## src/rtl/pcf_pkg.sv

```systemverilog
`timescale 1ns / 1ps
// ----------------------------------------------------------------------------
// pcf_pkg: shared types and constants of the PNG chunk framer
// Input opcodes, the command word passed from the front end to the back end,
// byte-step markers of the back end sequencer and the byte-wise CRC-32 update.
// ----------------------------------------------------------------------------
package pcf_pkg;

  localparam int unsigned LEN_W   = 31;
  localparam int unsigned WORD_W  = 32;
  localparam int unsigned BYTE_W  = 8;
  localparam int unsigned STEP_W  = 4;
  localparam int unsigned Q_DEPTH = 2;
  localparam int unsigned Q_PTR_W = $clog2(Q_DEPTH);
  localparam int unsigned Q_CNT_W = $clog2(Q_DEPTH + 1);

  localparam logic [WORD_W-1:0] CRC_POLY = 32'hEDB8_8320;
  localparam logic [WORD_W-1:0] CRC_ONES = 32'hFFFF_FFFF;

  // Byte steps of one command: 0..3 length, 4..7 type, 8..11 CRC.
  // Data and misuse commands enter at the body step and skip the header.
  localparam logic [STEP_W-1:0] STEP_LEN0     = 4'd0;
  localparam logic [STEP_W-1:0] STEP_TYPE0    = 4'd4;
  localparam logic [STEP_W-1:0] STEP_BODY     = 4'd7;
  localparam logic [STEP_W-1:0] STEP_CRC0     = 4'd8;
  localparam logic [STEP_W-1:0] STEP_CRC_LAST = 4'd11;

  typedef enum logic {
    OP_START = 1'b0,
    OP_DATA  = 1'b1
  } op_e;

  typedef enum logic [1:0] {
    KIND_MISUSE = 2'd0,
    KIND_START  = 2'd1,
    KIND_DATA   = 2'd2
  } kind_e;

  // Command from front end to back end
  typedef struct packed {
    kind_e               kind;
    logic                tail;  // CRC trailer follows
    logic [LEN_W-1:0]    len;   // chunk length (start only)
    logic [WORD_W-1:0]   word;  // type bytes, or data byte in the low lane
  } cmd_t;

  // One byte through the reflected CRC-32 register
  function automatic logic [WORD_W-1:0] crc_feed(logic [WORD_W-1:0] c,
                                                 logic [BYTE_W-1:0] b);
    logic [WORD_W-1:0] r;
    r = c ^ {{(WORD_W-BYTE_W){1'b0}}, b};
    for (int k = 0; k < BYTE_W; k++) begin
      r = r[0] ? (CRC_POLY ^ (r >> 1)) : (r >> 1);
    end
    return r;
  endfunction

endpackage

```

## src/rtl/pcf_in_if.sv

```systemverilog
`timescale 1ns / 1ps
// ----------------------------------------------------------------------------
// pcf_in_if: input item channel
// Valid/ready channel carrying one start or data item per transfer.
// ----------------------------------------------------------------------------
interface pcf_in_if;
  import pcf_pkg::*;

  logic              valid;
  logic              ready;
  logic              opcode;
  logic [LEN_W-1:0]  chunk_length;
  logic [WORD_W-1:0] chunk_type;
  logic [BYTE_W-1:0] data_byte;

  modport source (output valid, opcode, chunk_length, chunk_type, data_byte,
                  input ready);
  modport sink   (input valid, opcode, chunk_length, chunk_type, data_byte,
                  output ready);
endinterface

```

## src/rtl/pcf_out_if.sv

```systemverilog
`timescale 1ns / 1ps
// ----------------------------------------------------------------------------
// pcf_out_if: framed byte channel
// Valid/ready channel carrying one stream byte and its flags per transfer.
// ----------------------------------------------------------------------------
interface pcf_out_if;
  import pcf_pkg::*;

  logic              valid;
  logic              ready;
  logic [BYTE_W-1:0] out_byte;
  logic              run_last;
  logic              chunk_end;
  logic              misuse;

  modport source (output valid, out_byte, run_last, chunk_end, misuse,
                  input ready);
  modport sink   (input valid, out_byte, run_last, chunk_end, misuse,
                  output ready);
endinterface

```

## src/rtl/pcf_front.sv

```systemverilog
`timescale 1ns / 1ps
// ----------------------------------------------------------------------------
// pcf_front: item classifier
// Tracks whether a chunk is open and how many data bytes remain, and turns
// each accepted item into a start, data or misuse command.
// ----------------------------------------------------------------------------
module pcf_front (
  input  logic          clk_i,
  input  logic          rst_ni,
  pcf_in_if.sink        in_i,
  output logic          push_valid_o,
  output pcf_pkg::cmd_t push_cmd_o,
  input  logic          push_ready_i
);
  import pcf_pkg::*;

  logic             open_q, open_d;
  logic [LEN_W-1:0] left_q, left_d;
  logic             xfer;
  logic             last_data;

  assign in_i.ready   = push_ready_i;
  assign push_valid_o = in_i.valid;
  assign xfer         = in_i.valid && push_ready_i;
  assign last_data    = (left_q == {{(LEN_W-1){1'b0}}, 1'b1});

  // Classify the item and update chunk state on transfer
  always_comb begin
    push_cmd_o = '{kind: KIND_MISUSE, tail: 1'b0, len: '0, word: '0};
    open_d     = open_q;
    left_d     = left_q;
    if (op_e'(in_i.opcode) == OP_START) begin
      if (!open_q) begin
        push_cmd_o.kind = KIND_START;
        push_cmd_o.tail = (in_i.chunk_length == '0);
        push_cmd_o.len  = in_i.chunk_length;
        push_cmd_o.word = in_i.chunk_type;
        if (xfer && (in_i.chunk_length != '0)) begin
          open_d = 1'b1;
          left_d = in_i.chunk_length;
        end
      end
    end else begin
      if (open_q) begin
        push_cmd_o.kind = KIND_DATA;
        push_cmd_o.tail = last_data;
        push_cmd_o.word = {{(WORD_W-BYTE_W){1'b0}}, in_i.data_byte};
        if (xfer) begin
          left_d = left_q - {{(LEN_W-1){1'b0}}, 1'b1};
          if (last_data) begin
            open_d = 1'b0;
          end
        end
      end
    end
  end

  always_ff @(posedge clk_i or negedge rst_ni) begin
    if (!rst_ni) begin
      open_q <= 1'b0;
      left_q <= '0;
    end else begin
      open_q <= open_d;
      left_q <= left_d;
    end
  end

endmodule

```

## src/rtl/pcf_queue.sv

```systemverilog
`timescale 1ns / 1ps
// ----------------------------------------------------------------------------
// pcf_queue: command queue
// Small register FIFO between front end and back end.
// ----------------------------------------------------------------------------
module pcf_queue (
  input  logic          clk_i,
  input  logic          rst_ni,
  input  logic          push_valid_i,
  input  pcf_pkg::cmd_t push_cmd_i,
  output logic          push_ready_o,
  output logic          pop_valid_o,
  output pcf_pkg::cmd_t pop_cmd_o,
  input  logic          pop_ready_i
);
  import pcf_pkg::*;

  cmd_t               mem_q [Q_DEPTH];
  logic [Q_PTR_W-1:0] wr_q, wr_d, rd_q, rd_d;
  logic [Q_CNT_W-1:0] cnt_q, cnt_d;
  logic               push, pop;

  assign push_ready_o = (cnt_q != Q_CNT_W'(Q_DEPTH));
  assign pop_valid_o  = (cnt_q != '0);
  assign pop_cmd_o    = mem_q[rd_q];
  assign push         = push_valid_i && push_ready_o;
  assign pop          = pop_valid_o && pop_ready_i;

  // Pointer and fill count update
  always_comb begin
    wr_d  = wr_q;
    rd_d  = rd_q;
    cnt_d = cnt_q;
    if (push) begin
      wr_d = (wr_q == Q_PTR_W'(Q_DEPTH - 1)) ? '0 : wr_q + 1'b1;
    end
    if (pop) begin
      rd_d = (rd_q == Q_PTR_W'(Q_DEPTH - 1)) ? '0 : rd_q + 1'b1;
    end
    if (push && !pop) begin
      cnt_d = cnt_q + 1'b1;
    end else if (pop && !push) begin
      cnt_d = cnt_q - 1'b1;
    end
  end

  always_ff @(posedge clk_i or negedge rst_ni) begin
    if (!rst_ni) begin
      wr_q  <= '0;
      rd_q  <= '0;
      cnt_q <= '0;
    end else begin
      wr_q  <= wr_d;
      rd_q  <= rd_d;
      cnt_q <= cnt_d;
    end
  end

  // Entry storage, no reset
  always_ff @(posedge clk_i) begin
    if (push) begin
      mem_q[wr_q] <= push_cmd_i;
    end
  end

endmodule

```

## src/rtl/pcf_back.sv

```systemverilog
`timescale 1ns / 1ps
// ----------------------------------------------------------------------------
// pcf_back: byte sequencer
// Steps through the bytes of each command, runs the CRC over type and data
// bytes and drives the registered output stage.
// ----------------------------------------------------------------------------
module pcf_back (
  input  logic          clk_i,
  input  logic          rst_ni,
  input  logic          pop_valid_i,
  input  pcf_pkg::cmd_t pop_cmd_i,
  output logic          pop_ready_o,
  pcf_out_if.source     out_o
);
  import pcf_pkg::*;

  cmd_t              cur_q, cur_d;
  logic              cur_valid_q, cur_valid_d;
  logic [STEP_W-1:0] step_q, step_d;
  logic [WORD_W-1:0] crc_q, crc_d;
  logic              out_valid_q, out_valid_d;
  logic [BYTE_W-1:0] out_byte_q, out_byte_d;
  logic              run_last_q, run_last_d;
  logic              chunk_end_q, chunk_end_d;
  logic              misuse_q, misuse_d;

  logic              adv, emit, is_last, take;
  logic [STEP_W-1:0] last_step;
  logic [WORD_W-1:0] lane_word;
  logic [BYTE_W-1:0] cur_byte;

  assign adv       = !out_valid_q || out_o.ready;
  assign emit      = adv && cur_valid_q;
  assign last_step = cur_q.tail ? STEP_CRC_LAST : STEP_BODY;
  assign is_last   = (step_q == last_step);
  assign pop_ready_o = adv && (!cur_valid_q || is_last);
  assign take      = pop_ready_o && pop_valid_i;

  // Byte for the current step: length, type/data, then inverted CRC
  always_comb begin
    if (step_q < STEP_TYPE0) begin
      lane_word = {1'b0, cur_q.len};
    end else if (step_q < STEP_CRC0) begin
      lane_word = cur_q.word;
    end else begin
      lane_word = ~crc_q;
    end
    case (step_q[1:0])
      2'd0:    cur_byte = lane_word[31:24];
      2'd1:    cur_byte = lane_word[23:16];
      2'd2:    cur_byte = lane_word[15:8];
      default: cur_byte = lane_word[7:0];
    endcase
  end

  // Command register, step counter and CRC
  always_comb begin
    cur_d       = cur_q;
    cur_valid_d = cur_valid_q;
    step_d      = step_q;
    crc_d       = crc_q;
    if (emit && (cur_q.kind != KIND_MISUSE) &&
        (step_q >= STEP_TYPE0) && (step_q < STEP_CRC0)) begin
      crc_d = crc_feed((step_q == STEP_TYPE0) ? CRC_ONES : crc_q, cur_byte);
    end
    if (take) begin
      cur_d       = pop_cmd_i;
      cur_valid_d = 1'b1;
      step_d      = (pop_cmd_i.kind == KIND_START) ? STEP_LEN0 : STEP_BODY;
    end else if (emit && is_last) begin
      cur_valid_d = 1'b0;
    end else if (emit) begin
      step_d = step_q + 1'b1;
    end
  end

  // Output register
  always_comb begin
    out_valid_d = out_valid_q;
    out_byte_d  = out_byte_q;
    run_last_d  = run_last_q;
    chunk_end_d = chunk_end_q;
    misuse_d    = misuse_q;
    if (adv) begin
      out_valid_d = cur_valid_q;
    end
    if (emit) begin
      out_byte_d  = cur_byte;
      run_last_d  = is_last;
      chunk_end_d = (step_q == STEP_CRC_LAST);
      misuse_d    = (cur_q.kind == KIND_MISUSE);
    end
  end

  always_ff @(posedge clk_i or negedge rst_ni) begin
    if (!rst_ni) begin
      cur_valid_q <= 1'b0;
      step_q      <= STEP_LEN0;
      crc_q       <= CRC_ONES;
      out_valid_q <= 1'b0;
    end else begin
      cur_valid_q <= cur_valid_d;
      step_q      <= step_d;
      crc_q       <= crc_d;
      out_valid_q <= out_valid_d;
    end
  end

  always_ff @(posedge clk_i) begin
    cur_q       <= cur_d;
    out_byte_q  <= out_byte_d;
    run_last_q  <= run_last_d;
    chunk_end_q <= chunk_end_d;
    misuse_q    <= misuse_d;
  end

  assign out_o.valid     = out_valid_q;
  assign out_o.out_byte  = out_byte_q;
  assign out_o.run_last  = run_last_q;
  assign out_o.chunk_end = chunk_end_q;
  assign out_o.misuse    = misuse_q;

endmodule

```

## src/rtl/png_chunk_framer.sv

```systemverilog
`timescale 1ns / 1ps
// ----------------------------------------------------------------------------
// png_chunk_framer: PNG chunk framer with CRC-32
// Frames start and data items into a PNG chunk byte stream.
//
//   channel | dir | payload                                       | transfer
//   in_i    | in  | opcode, chunk_length, chunk_type, data_byte   | one item
//   out_o   | out | out_byte, run_last, chunk_end, misuse         | one byte
//
// The back end sequencer gives one output byte per cycle unless the output
// stalls: a data item gives one byte (five when it closes the chunk), a start
// eight (twelve for a zero-length chunk), a misuse item one. An item passes a
// two-entry command queue and the command register before its first byte is
// valid in the output register; input ready drops only when the queue is full.
// Reset clears the chunk state and the queue; no clearing pass.
// ----------------------------------------------------------------------------
module png_chunk_framer (
  input  logic      clk_i,
  input  logic      rst_ni,
  pcf_in_if.sink    in_i,
  pcf_out_if.source out_o
);
  import pcf_pkg::*;

  logic push_valid, push_ready;
  cmd_t push_cmd;
  logic pop_valid, pop_ready;
  cmd_t pop_cmd;

  pcf_front u_front (
    .clk_i        (clk_i),
    .rst_ni       (rst_ni),
    .in_i         (in_i),
    .push_valid_o (push_valid),
    .push_cmd_o   (push_cmd),
    .push_ready_i (push_ready)
  );

  pcf_queue u_queue (
    .clk_i        (clk_i),
    .rst_ni       (rst_ni),
    .push_valid_i (push_valid),
    .push_cmd_i   (push_cmd),
    .push_ready_o (push_ready),
    .pop_valid_o  (pop_valid),
    .pop_cmd_o    (pop_cmd),
    .pop_ready_i  (pop_ready)
  );

  pcf_back u_back (
    .clk_i       (clk_i),
    .rst_ni      (rst_ni),
    .pop_valid_i (pop_valid),
    .pop_cmd_i   (pop_cmd),
    .pop_ready_o (pop_ready),
    .out_o       (out_o)
  );

  // Every input transfer lands in the queue
  a_in_to_queue: assert property (@(posedge clk_i) disable iff (!rst_ni)
    (in_i.valid && in_i.ready) |-> (push_valid && push_ready))
    else $error("input transfer not queued");

  // Last CRC byte always ends its item and is never a misuse result
  a_end_is_last: assert property (@(posedge clk_i) disable iff (!rst_ni)
    (out_o.valid && out_o.chunk_end) |-> (out_o.run_last && !out_o.misuse))
    else $error("chunk end without run_last");

  // A misuse result is the only result of its item
  a_misuse_single: assert property (@(posedge clk_i) disable iff (!rst_ni)
    (out_o.valid && out_o.misuse) |-> (out_o.run_last && (out_o.out_byte == '0)))
    else $error("bad misuse result");

  // After a start command pops, a stalled output byte does not turn into a chunk end
  a_pop_start: assert property (@(posedge clk_i) disable iff (!rst_ni)
    (pop_valid && pop_ready && (pop_cmd.kind == KIND_START)) |=>
      !(out_o.valid && out_o.chunk_end && !$past(out_o.ready) && $past(out_o.valid)
        && !$past(out_o.chunk_end)))
    else $error("output changed while stalled");

endmodule

```

## src/flat_wrapper.sv

```systemverilog
// flat-port wrapper written by rule: the top's interface ports become plain ports
module png_chunk_framer_flat import pcf_pkg::*;
  (clk_i, rst_ni, in_i_valid, in_i_opcode, in_i_chunk_length, in_i_chunk_type, in_i_data_byte, in_i_ready, out_o_valid, out_o_out_byte, out_o_run_last, out_o_chunk_end, out_o_misuse, out_o_ready);
  pcf_in_if in_i_i ();
  pcf_out_if out_o_i ();
  input  logic clk_i;
  input  logic rst_ni;
  input wire logic [$bits(in_i_i.valid)-1:0] in_i_valid;
  input wire logic [$bits(in_i_i.opcode)-1:0] in_i_opcode;
  input wire logic [$bits(in_i_i.chunk_length)-1:0] in_i_chunk_length;
  input wire logic [$bits(in_i_i.chunk_type)-1:0] in_i_chunk_type;
  input wire logic [$bits(in_i_i.data_byte)-1:0] in_i_data_byte;
  output wire logic [$bits(in_i_i.ready)-1:0] in_i_ready;
  output wire logic [$bits(out_o_i.valid)-1:0] out_o_valid;
  output wire logic [$bits(out_o_i.out_byte)-1:0] out_o_out_byte;
  output wire logic [$bits(out_o_i.run_last)-1:0] out_o_run_last;
  output wire logic [$bits(out_o_i.chunk_end)-1:0] out_o_chunk_end;
  output wire logic [$bits(out_o_i.misuse)-1:0] out_o_misuse;
  input wire logic [$bits(out_o_i.ready)-1:0] out_o_ready;
  assign in_i_i.valid = in_i_valid;
  assign in_i_i.opcode = in_i_opcode;
  assign in_i_i.chunk_length = in_i_chunk_length;
  assign in_i_i.chunk_type = in_i_chunk_type;
  assign in_i_i.data_byte = in_i_data_byte;
  assign in_i_ready = in_i_i.ready;
  assign out_o_valid = out_o_i.valid;
  assign out_o_out_byte = out_o_i.out_byte;
  assign out_o_run_last = out_o_i.run_last;
  assign out_o_chunk_end = out_o_i.chunk_end;
  assign out_o_misuse = out_o_i.misuse;
  assign out_o_i.ready = out_o_ready;
  png_chunk_framer u_core (.clk_i(clk_i), .rst_ni(rst_ni), .in_i(in_i_i), .out_o(out_o_i));
endmodule
```

## config.mk

```make
export PLATFORM = sky130hd
export DESIGN_NAME = png_chunk_framer_flat
export DESIGN_NICKNAME = d
export VERILOG_FILES = /design/src/rtl/pcf_pkg.sv /design/src/rtl/pcf_in_if.sv /design/src/rtl/pcf_out_if.sv /design/src/rtl/pcf_front.sv /design/src/rtl/pcf_queue.sv /design/src/rtl/pcf_back.sv /design/src/rtl/png_chunk_framer.sv /design/src/flat_wrapper.sv
export SDC_FILE = /design/constraint.sdc
export NUM_CORES = 1
export LEC_CHECK = 0
export BUFFER_PORTS_ARGS = -buffer_cell sky130_fd_sc_hd__buf_2
export CORE_MARGIN = 3
export CORE_UTILIZATION = 55
export DETAILED_ROUTE_END_ITERATION = 8
export PLACE_DENSITY_LB_ADDON = 0.3
export SYNTH_ARGS = -nofsm -noshare
export SYNTH_HDL_FRONTEND = slang
export SYNTH_SLANG_ARGS = --single-unit
export TNS_END_PERCENT = 50
```

## constraint.sdc

```tcl
create_clock -name clk_i -period 11.91 [get_ports clk_i]
set_input_delay 1.7865 -clock clk_i [delete_from_list [all_inputs] [get_ports clk_i]]
set_output_delay 1.7865 -clock clk_i [all_outputs]
set_load 0.02 [all_outputs]
```

---- Yosys cells after proc, flatten, opt, wreduce, memory -nomap -nowiden ----
Memory sizes are Yosys's and may differ from the RTL's.
Cells that the tools add are included.
cells by class
  $add $sub $neg .......................... 6
  magnitude comparators ................... 3
  equal/unequal tests ..................... 12
  mux-type cells .......................... 42
  bitwise operators ....................... 10
  reduce and logical (&&, ||, !) cells .... 29
operator list
  kind                   count
  $mux 32                12
  $mux 31                6
  $not 13->14            8
  $mux 65                1
  $not 32->32            1
  $xor 32x8->32          1
  $eq 31x1->1 const B    1
  $logic_not 31->1       1
  $reduce_bool 31->1     1
  $sub 31x1->31 const B  1
  $pmux 8 s3             1
  $mux 4                 4
  $mux 1                 12
  $reduce_bool 2->1      6
  $logic_and 1x1->1      11
  $mux 3                 3
  $mux 8                 1
  $ne 2x1->1 const B     3
  $add 4x1->4 const B    1
  $eq 2x1->1 const B     2
  $eq 4x3->1 const B     1
  $eq 4x4->1             1
  $eq 4x4->1 const B     1
  $ge 4x3->1 const B     1
  13 further kinds       21
word-level totals
  bits in registers ....................... 151
  RAM bits ................................ 132
  input port bits ......................... 76
  output and inout bits ................... 13
  logic and storage cells ................. 120
  memories kept ........................... 1
memories
  memory                depth  bits a word  rd ports  clocked after memory_dff  wr ports  RTL line         source
  u_core.u_queue.mem_q  2      66           1         0                         1         pcf_queue.sv:18  cmd_t mem_q [Q_DEPTH];

---- Logic depth before layout (Yosys ltp) ----
Gate-level depths: netlist of the first run.
  depth in word-level cells ............... 21
  mapped depth ............................ 12
  gate-level depth less buffers ........... 10

---- Cells and area by module ----
A second synthesis of the first run with hierarchy kept.
second synthesis, totals
  cells, all modules ...................... 1066
  area, all modules ....................... 13909.6 um2
by module, submodules not included
  module     times used  cells each  area an instance (um2)  seq. area each (um2)
  pcf_back   1           501         6218.5                  3303.2
  pcf_queue  1           223         5069.9                  4063.9
  pcf_front  1           342         2621.3                  800.8

---- Worst setup path after synthesis of the first run ----
Ideal clock, no wire load.
  kind .................................... input to register
  start point ............................. input in_i_valid
  end point ............................... memory u_core.u_queue.mem_q[0][0] (netlist name) (enable)
  data arrival time ....................... 4715 ps
  required time ........................... 11419 ps
  setup slack ............................. 6705 ps
  stages on the path ...................... 2
  path buffers ............................ 0
  path through ............................ nand2_1 -> nor2_1
between the ends
  word-level cells in the longest chain between the ends .. 3
ends and longest elaborated chain
  what                          RTL line           source
  start, declared               flat_wrapper.sv:8  input wire logic [$bits(in_i_i.valid)-1:0] in_i_valid;
  $logic_and 1x1->1             pcf_queue.sv:26    assign push = push_valid_i && push_ready_o;
  $mux 1                        pcf_queue.sv:61    if (push) begin
  $mux 1 (implied by the code)  pcf_queue.sv:62    mem_q[wr_q] <= push_cmd_i;
  end, declared                 pcf_queue.sv:18
Every way passes these cells.

---- Worst setup path after layout of the first run ----
  start point ............................. register u_core.u_back.step_q[2]
  end point ............................... register u_core.u_back.crc_q[23]
between the ends
  word-level cells in the longest chain between the ends .. 18
  elaborated cells between the ends (all ways) .. 25
  those cells by class .................... order compare: 3; eq/ne: 1; mux: 12; bitwise: 7; reduce/logical: 2
ends and longest elaborated chain
  what                    RTL line                        source
  start, declared         pcf_back.sv:19                  logic [STEP_W-1:0] step_q, step_d;
  start signal, assigned  pcf_back.sv:103                 step_q <= step_d;
  $lt 4x4->1              pcf_back.sv:43, pcf_back.sv:63
  $mux 32                 pcf_back.sv:43                  end else if (step_q < STEP_CRC0) begin
  $mux 32                 pcf_back.sv:41                  if (step_q < STEP_TYPE0) begin
  $pmux 8 s3              pcf_back.sv:48                  case (step_q[1:0])
  $xor 32x8->32           pcf_pkg.sv:51                   r = c ^ {{(WORD_W-BYTE_W){1'b0}}, b};
  $mux 32                 pcf_pkg.sv:53                   r = r[0] ? (CRC_POLY ^ (r >> 1)) : (r >> 1);
  $not 13->14 (no line)   n/a
  $mux 32 (2 in a row)    pcf_pkg.sv:53
  $not 13->14 (no line)   n/a
  $mux 32                 pcf_pkg.sv:53
  $not 13->14 (no line)   n/a
  $mux 32 (2 in a row)    pcf_pkg.sv:53
  $not 13->14 (no line)   n/a
  $mux 32                 pcf_pkg.sv:53
  $not 13->14 (no line)   n/a
  $mux 32                 pcf_pkg.sv:53
  end signal, assigned    pcf_back.sv:104                 crc_q <= crc_d;
  end, declared           pcf_back.sv:20                  logic [WORD_W-1:0] crc_q, crc_d;
Several ways; a longest one is shown, not always the timed one.
A chain may end at the register's enable or synchronous reset.

==> reports/results.tsv, run 1 <==
metric	value	unit
synth_top_area_cell	edfxtp_1	
fp.dieW	162	um
placed_area	14100	um2
finish.utilization	0.636	
drive_above_1_share	0.264	
wl	29.0	mm
dp_hpwl	18.3	mm
first_global_vias	8324	
initial_core_util	0.565	
cts_resized	0	
ys_ff_latch	283	
core-area	23800	um2
skew	0.0100	ns
num_antenna_cells	0	
combPwrFrac	0.514	
maxCapViolations	0	
drtIter0Drc	551	
ioPinCount	89	
finalSetupViolCount	0	
worstMarginPinSlew	1.33	ns
clk_pin_slew	0.06	ns
cts_buffers	29	
syn_area	13400	um2
seqPwrFrac	0.308	
dr.pass1.iters	5	
post-route-min-period	3.98	ns
max_freq	252	MHz
vias_per_cell	5.81	
async_reset_ff_frac	0.261	
yosysSeqAreaShare	0.608	
postRouteAntennaNets	0	
synthTopCellsByArea	edfxtp_1 47%, mux2_2 8.1%, dfrtp_1 7.8%	
gp_congestion	0.862	
avgSynthCellArea	12.9	um2
switching_share	0.368	
crit_type	reg -> reg	
grt_usage	0.221	
cts_max_level	1	
portBuffers	88	
report.final.slew_viol_count	0	
timing.final.crit_share	0.334	
synth_cell_types	72	
p_int	3.33	mW
finalHoldViolations	0	
placementRows	56	
rsz0062_at_grt	no	
ys_top_cells_by_count	209 x edfxtp_1, 97 x mux2_2, 81 x nand2_1	
crit_path_end_kind	flop	
antenna_found_initial	0	
ir_worst_vdd	0.267	mV
cts_tree	built	
clockPowerShare	0.179	
slew_headroom	0.112	
synth_edf_count	209	
finalWorstSetupSlack	7.93	ns
grt_max_degree	71	
wire_per_inst	19.8	um
overflow	0	
pre_cts_slack	7.54	ns
synth_nets	1128	
syn_inst	1045	
ys.flop_type	edfxtp_1	
ys_warn_count	0	
synth.most_common_cell	edfxtp_1	
post-cts-setup-buffers	0	
timing.hold.ws	0.472	ns
nets	1201	
totalNegativeSetupSlack	0	ns
status	finished clean	
grt_pass1_wl	45.7	mm
num_vias	8481	
hold_path_class	reg -> reg	
final_area	15100	um2
p_leak	5.60	nW
p_sw	1.93	mW
dieArea	26300	um2
power_density	348	nW/um2
ctsHoldBuffers	0	
area.growth.synth_to_final	12.5	%
synth_top_cell_area_share	0.467	
path_max_fanout	32	
clockBufferDepth	3	
cp_data_required_time	12.37	ns
die_h	162	um
cts-root-buf	clkbuf_16	
route.detailed.drc	0	
clk_latency	0.54	ns
arrival	4.44	ns
startpoint_type	flop	
cts.sinks	283	
[power by group through the flow]
stage / Clock [mW] / Combinational [mW] / Sequential [mW]
2_1_floorplan: 0 / 2.16 / 1.62
6_report: 0.940 / 2.70 / 1.62
5_1_grt: 0.998 / 2.93 / 1.65
3_3_place_gp: 0 / 2.63 / 1.62
4_1_cts: 0.954 / 2.70 / 1.62
3_5_place_dp: 0 / 2.68 / 1.63
[metrics by stage]
stage / power (mW) / cells
6_report: 5.26 / 1459
5_1_grt: 5.58 / 1459
4_1_cts: 5.27 / 1459
3_5_place_dp: 4.31 / 1406
3_3_place_gp: 4.25 / 1406
2_1_floorplan: 3.77 / 1045
[critical path: stages (launching register included)]
cell and delay, ns:
dfrtp_1 0.51, buf_4 0.52, nand3b_1 0.57, o2111ai_1 0.29, o221ai_1 0.20, nor3b_4 0.59
xnor2_2 0.33, xor3_2 0.53, xnor2_1 0.17, o211ai_1 0.19
[final cells by class]
| class | instances | area, um2 |
|---|---|---|
| clock inverters | 13 | 190 |
| repair buffers | 99 | 526 |
| clock buffers | 40 | 797 |
| well taps | 319 | 399 |
| multi-input cells | 687 | 4970 |
| fillers | 1751 | 8640 |
| inverters | 18 | 67.6 |
| flip-flops and latches | 283 | 8170 |
[cell usage in the layout (no fill, tap or decap), types with 32 or more instances in the layout]
master and count:
a21oi_1 42, and2_1 57, buf_2 87, dfrtp_1 41
dfstp_2 32, edfxtp_1 209, mux2_2 97, nand2_1 81
nand3_1 34, nor2_1 50, o21ai_0 69
[routing by layer]
metal,up-vias,routed length [um],global-route usage
li1,4008,-,-
met1,4140,12800,0.319
met2,277,13800,0.350
met3,56,1680,0.0339
met4,0,702,0.0648
met5,-,0,0
[state kept, by name (all words and copies together) (netlist names)]
signal,cells
u_core.u_front.open_q,1
u_core.u_queue.rd_q,1
u_core.u_back.step_q,4
u_core.u_back.out_o.misuse,1
u_core.u_queue.cnt_q,2
u_core.u_back.cur_q,66
u_core.u_front.left_q,31
u_core.u_back.crc_q,32
u_core.u_back.out_o.out_byte,8
u_core.u_queue.wr_q,1
u_core.u_back.cur_valid_q,1
u_core.u_back.out_o.chunk_end,1
u_core.u_back.out_o.valid,1
u_core.u_queue.mem_q,132
u_core.u_back.out_o.run_last,1
[path summary, 6_finish.rpt]
path	startpoint	endpoint	slack, ns	depth (start not counted)
hold reg to reg	u_core.u_back.crc_q[18]	u_core.u_back.crc_q[18]	0.47	2
min in group asynchronous	rst_ni	u_core.u_back.step_q[0]	1.18	1
max in group asynchronous	rst_ni	u_core.u_queue.rd_q	9.71	2
hold / removal	u_core.u_back.crc_q[18]	u_core.u_back.crc_q[18]	0.47	2
setup / recovery	u_core.u_back.step_q[2]	u_core.u_back.crc_q[23]	7.93	9
setup reg to reg	u_core.u_back.step_q[2]	u_core.u_back.crc_q[23]	7.93	9
[cell families after synthesis]
group | Yosys count | synth area share
AO/OA/AOI/OAI | 203 | 0.0944
XOR/XNOR | 65 | 0.0599
multiplexers | 109 | 0.0907
flip-flops | 283 | 0.608
buffers and inverters | 75 | 0.0240
adder cells (fa/ha/maj) | 7 | 0.00652
AND/OR/NAND/NOR | 303 | 0.116
No activity file was read; power rests on OpenSTA's default activity.
==> inputs of run 2 (changes only) <==
ABC_AREA = 1   (was unset)
clock period = 4 ns   (was 11.91 ns; I/O delays follow)
==> run 2 against run 1 <==
  * Largest power group unchanged
  * Synthesized cell count grew 54%
  * Critical endpoint is now u_core.u_back.crc_q[20]
  * Wire length up 23%
  * First-iteration DRC count is 100% higher
==> reports/results.tsv, run 2 <==
metric	value	unit
status	finished clean	
num_antenna_cells	0	
met3_length	2.45	mm
syn_area	14100	um2
ys.flop_type	edfxtp_1	
post-cts-setup-buffers	0	
async_reset_ff_frac	0.261	
area.growth.synth_to_final	11.8	%
ys_ff_latch	283	
gp_congestion	1.02	
grt_pass1_wl	56.8	mm
crit_path_end_kind	flop	
clockBufferDepth	3	
mostFrequentLayoutCells	576 x nand2_1, 209 x edfxtp_1, 138 x inv_1, 136 x nand3_1, 132 x nor2_1	
ctsHoldBuffers	0	
muxShareOfSynthArea	0	
antenna_found_initial	0	
dr.pass1.iters	6	
finish.utilization	0.635	
synth-adder-area-share	0.00623	
power_density	986	nW/um2
avgSynthCellArea	8.76	um2
synthSimpleGateAreaFrac	0.265	
syn_inst	1605	
arrival	3.70	ns
path_max_fanout	38	
placementRows	57	
num_vias	11300	
dieArea	27500	um2
totalNegativeSetupSlack	0	ns
cp_data_required_time	4.47	ns
wl_met2	16.7	mm
synth_top_cell_area_share	0.446	
route.detailed.drc	0	
final_common_cell	nand2_1	
postRouteAntennaNets	0	
ys_warn_count	0	
synth_top_family_by_area	simple AND/OR/NAND/NOR gates	
nets	1760	
largest_reg_flops	132	
synth.most_common_cell	nand2_1	
startpoint	u_core.u_back.step_q[2]	
wire_per_inst	17.6	um
clk_latency	0.55	ns
post-route-min-period	3.23	ns
p_leak	6.98	nW
cts.sinks	283	
grt_max_degree	68	
first_global_vias	10900	
synth_cell_types	41	
synth_nets	1688	
drtIter0Drc	1111	
ir_worst_vdd	0.673	mV
skew	0.0156	ns
worstMarginPinSlew	1.04	ns
cts_max_level	1	
finalHoldViolations	0	
rsz0062_at_grt	no	
crit-reg2reg-launch	u_core.u_back.step_q[2]	
ys_top_cells_by_count	576 x nand2_1, 209 x edfxtp_1, 140 x inv_1	
ioPinCount	89	
synthTopCellsByArea	edfxtp_1 45%, nand2_1 15%, dfrtp_1 7.5%	
n_fill_cell	2048	
wl	35.6	mm
hold_path_class	in -> async	
cts_tree	built	
dp_hpwl	25.6	mm
maxCapViolations	0	
synth_edf_count	209	
slew_headroom	0.306	
finalSetupViolCount	0	
cts-root-buf	clkbuf_16	
core-area	24700	um2
overflow	0	
initial_core_util	0.568	
highest_layer	met4	
cts_resized	0	
report.final.slew_viol_count	0	
timing.final.crit_share	0.808	
clk_pin_slew	0.07	ns
crit_type	reg -> reg	
synthXorXnorAreaFrac	0.0255	
largestRegisters	u_core.u_queue.mem_q x132, u_core.u_back.cur_q x66, u_core.u_back.crc_q x32	
startpoint_type	flop	
grt_usage	0.253	
max_freq	309	MHz
cts_buffers	28	
drive_above_1_share	0.125	
die_h	166	um
synth_top_area_cell	edfxtp_1	
synth_compound_area_frac	0.0627	
met1_length	14.7	mm
portBuffers	88	
top_register	u_core.u_queue.mem_q	
vias_per_cell	5.57	
fp.dieW	166	um
yosysSeqAreaShare	0.581	
==> run 2: cell types whose count changed after synthesis, sizes merged, moves of 13 or more <==
cell,before,now
nand3,34,136
mux2,99,0
nor2,52,136
o21ai,73,88
inv,17,146
o22ai,29,6
nand2,81,593
and2,57,0
buf,16,29
xnor2,33,6
==> run 2: cells by family after synthesis <==
logic type / count (synthesis)
xor gates and xnor gates: 40
DFF: 283
and+or+nand+nor: 905
buffers and inverters: 211
AOI/OAI and AO/OA: 159
adders and majority gates: 7
==> run 2: worst paths after layout <==
path                                                 end  slack, ns  depth (start not counted)
worst max-delay path             u_core.u_back.crc_q[20]       0.77                         16
worst min-delay path             u_core.u_queue.cnt_q[0]       0.21                          1
worst max register to register   u_core.u_back.crc_q[20]       0.77                         16
worst min register to register   u_core.u_back.crc_q[25]       0.47                          2
max in group asynchronous        u_core.u_back.crc_q[27]       3.04                          2
min in group clk_i              u_core.u_front.left_q[2]       0.37                          3
==> run 2: critical path, stage by stage, from the launching register on <==
cell and delay (ns):
dfrtp_1 0.90, inv_2 0.08, nor2_2 0.46, nand2_1 0.10, buf_4 0.29, nand2_1 0.15, inv_1 0.07, nand3_1 0.08
nand2_1 0.20, nand2_1 0.13, nand2_1 0.12, nand2_1 0.12, nand3b_1 0.16, nand2_1 0.12, nand2_1 0.06, nand3_1 0.06
nand2_1 0.05
==> run 2: area by class of cell <==
| class | instances | area (um2) | share of cell area |
|---|---|---|---|
| inverter | 148 | 556 | 0.0354 |
| clock buffer | 37 | 766 | 0.0487 |
| timing repair buffer | 105 | 583 | 0.0371 |
| tap | 324 | 405 | 0.0258 |
| sequential | 283 | 8170 | 0.520 |
| clock inverter | 15 | 161 | 0.0103 |
| multi-input combinational | 1111 | 5070 | 0.323 |
==> run 2: where the power goes <==
part	switching, mW	total (mW)	internal (mW)
Clock	1.11	2.65	1.54
Combinational	5.50	7.79	2.29
Sequential	0.506	5.06	4.55
Total	7.11	15.5	8.39
==> run 2: through the flow <==
| stage | hold WS [ns] | instance area (um2) | worst slack [ns] | instances | total power, mW |
|---|---|---|---|---|---|
| 3_3_place_gp | 0.457 | 14800 | 0.913 | 1971 | 12.7 |
| 5_1_grt | 0.269 | 15700 | 0.451 | 2023 | 16.7 |
| 2_1_floorplan | 0.304 | 14100 | -0.00740 | 1605 | 10.7 |
| 6_report | 0.214 | 15700 | 0.767 | 2023 | 15.5 |
| 3_5_place_dp | 0.460 | 14800 | 0.856 | 1971 | 12.8 |
| 4_1_cts | 0.234 | 15700 | 0.824 | 2023 | 15.5 |
==> run 2: layer usage <==
metal,vias to the layer above,global-route usage
met5,-,0
met4,0,0.112
met3,112,0.0393
met2,461,0.412
met1,5290,0.338
li1,5414,-
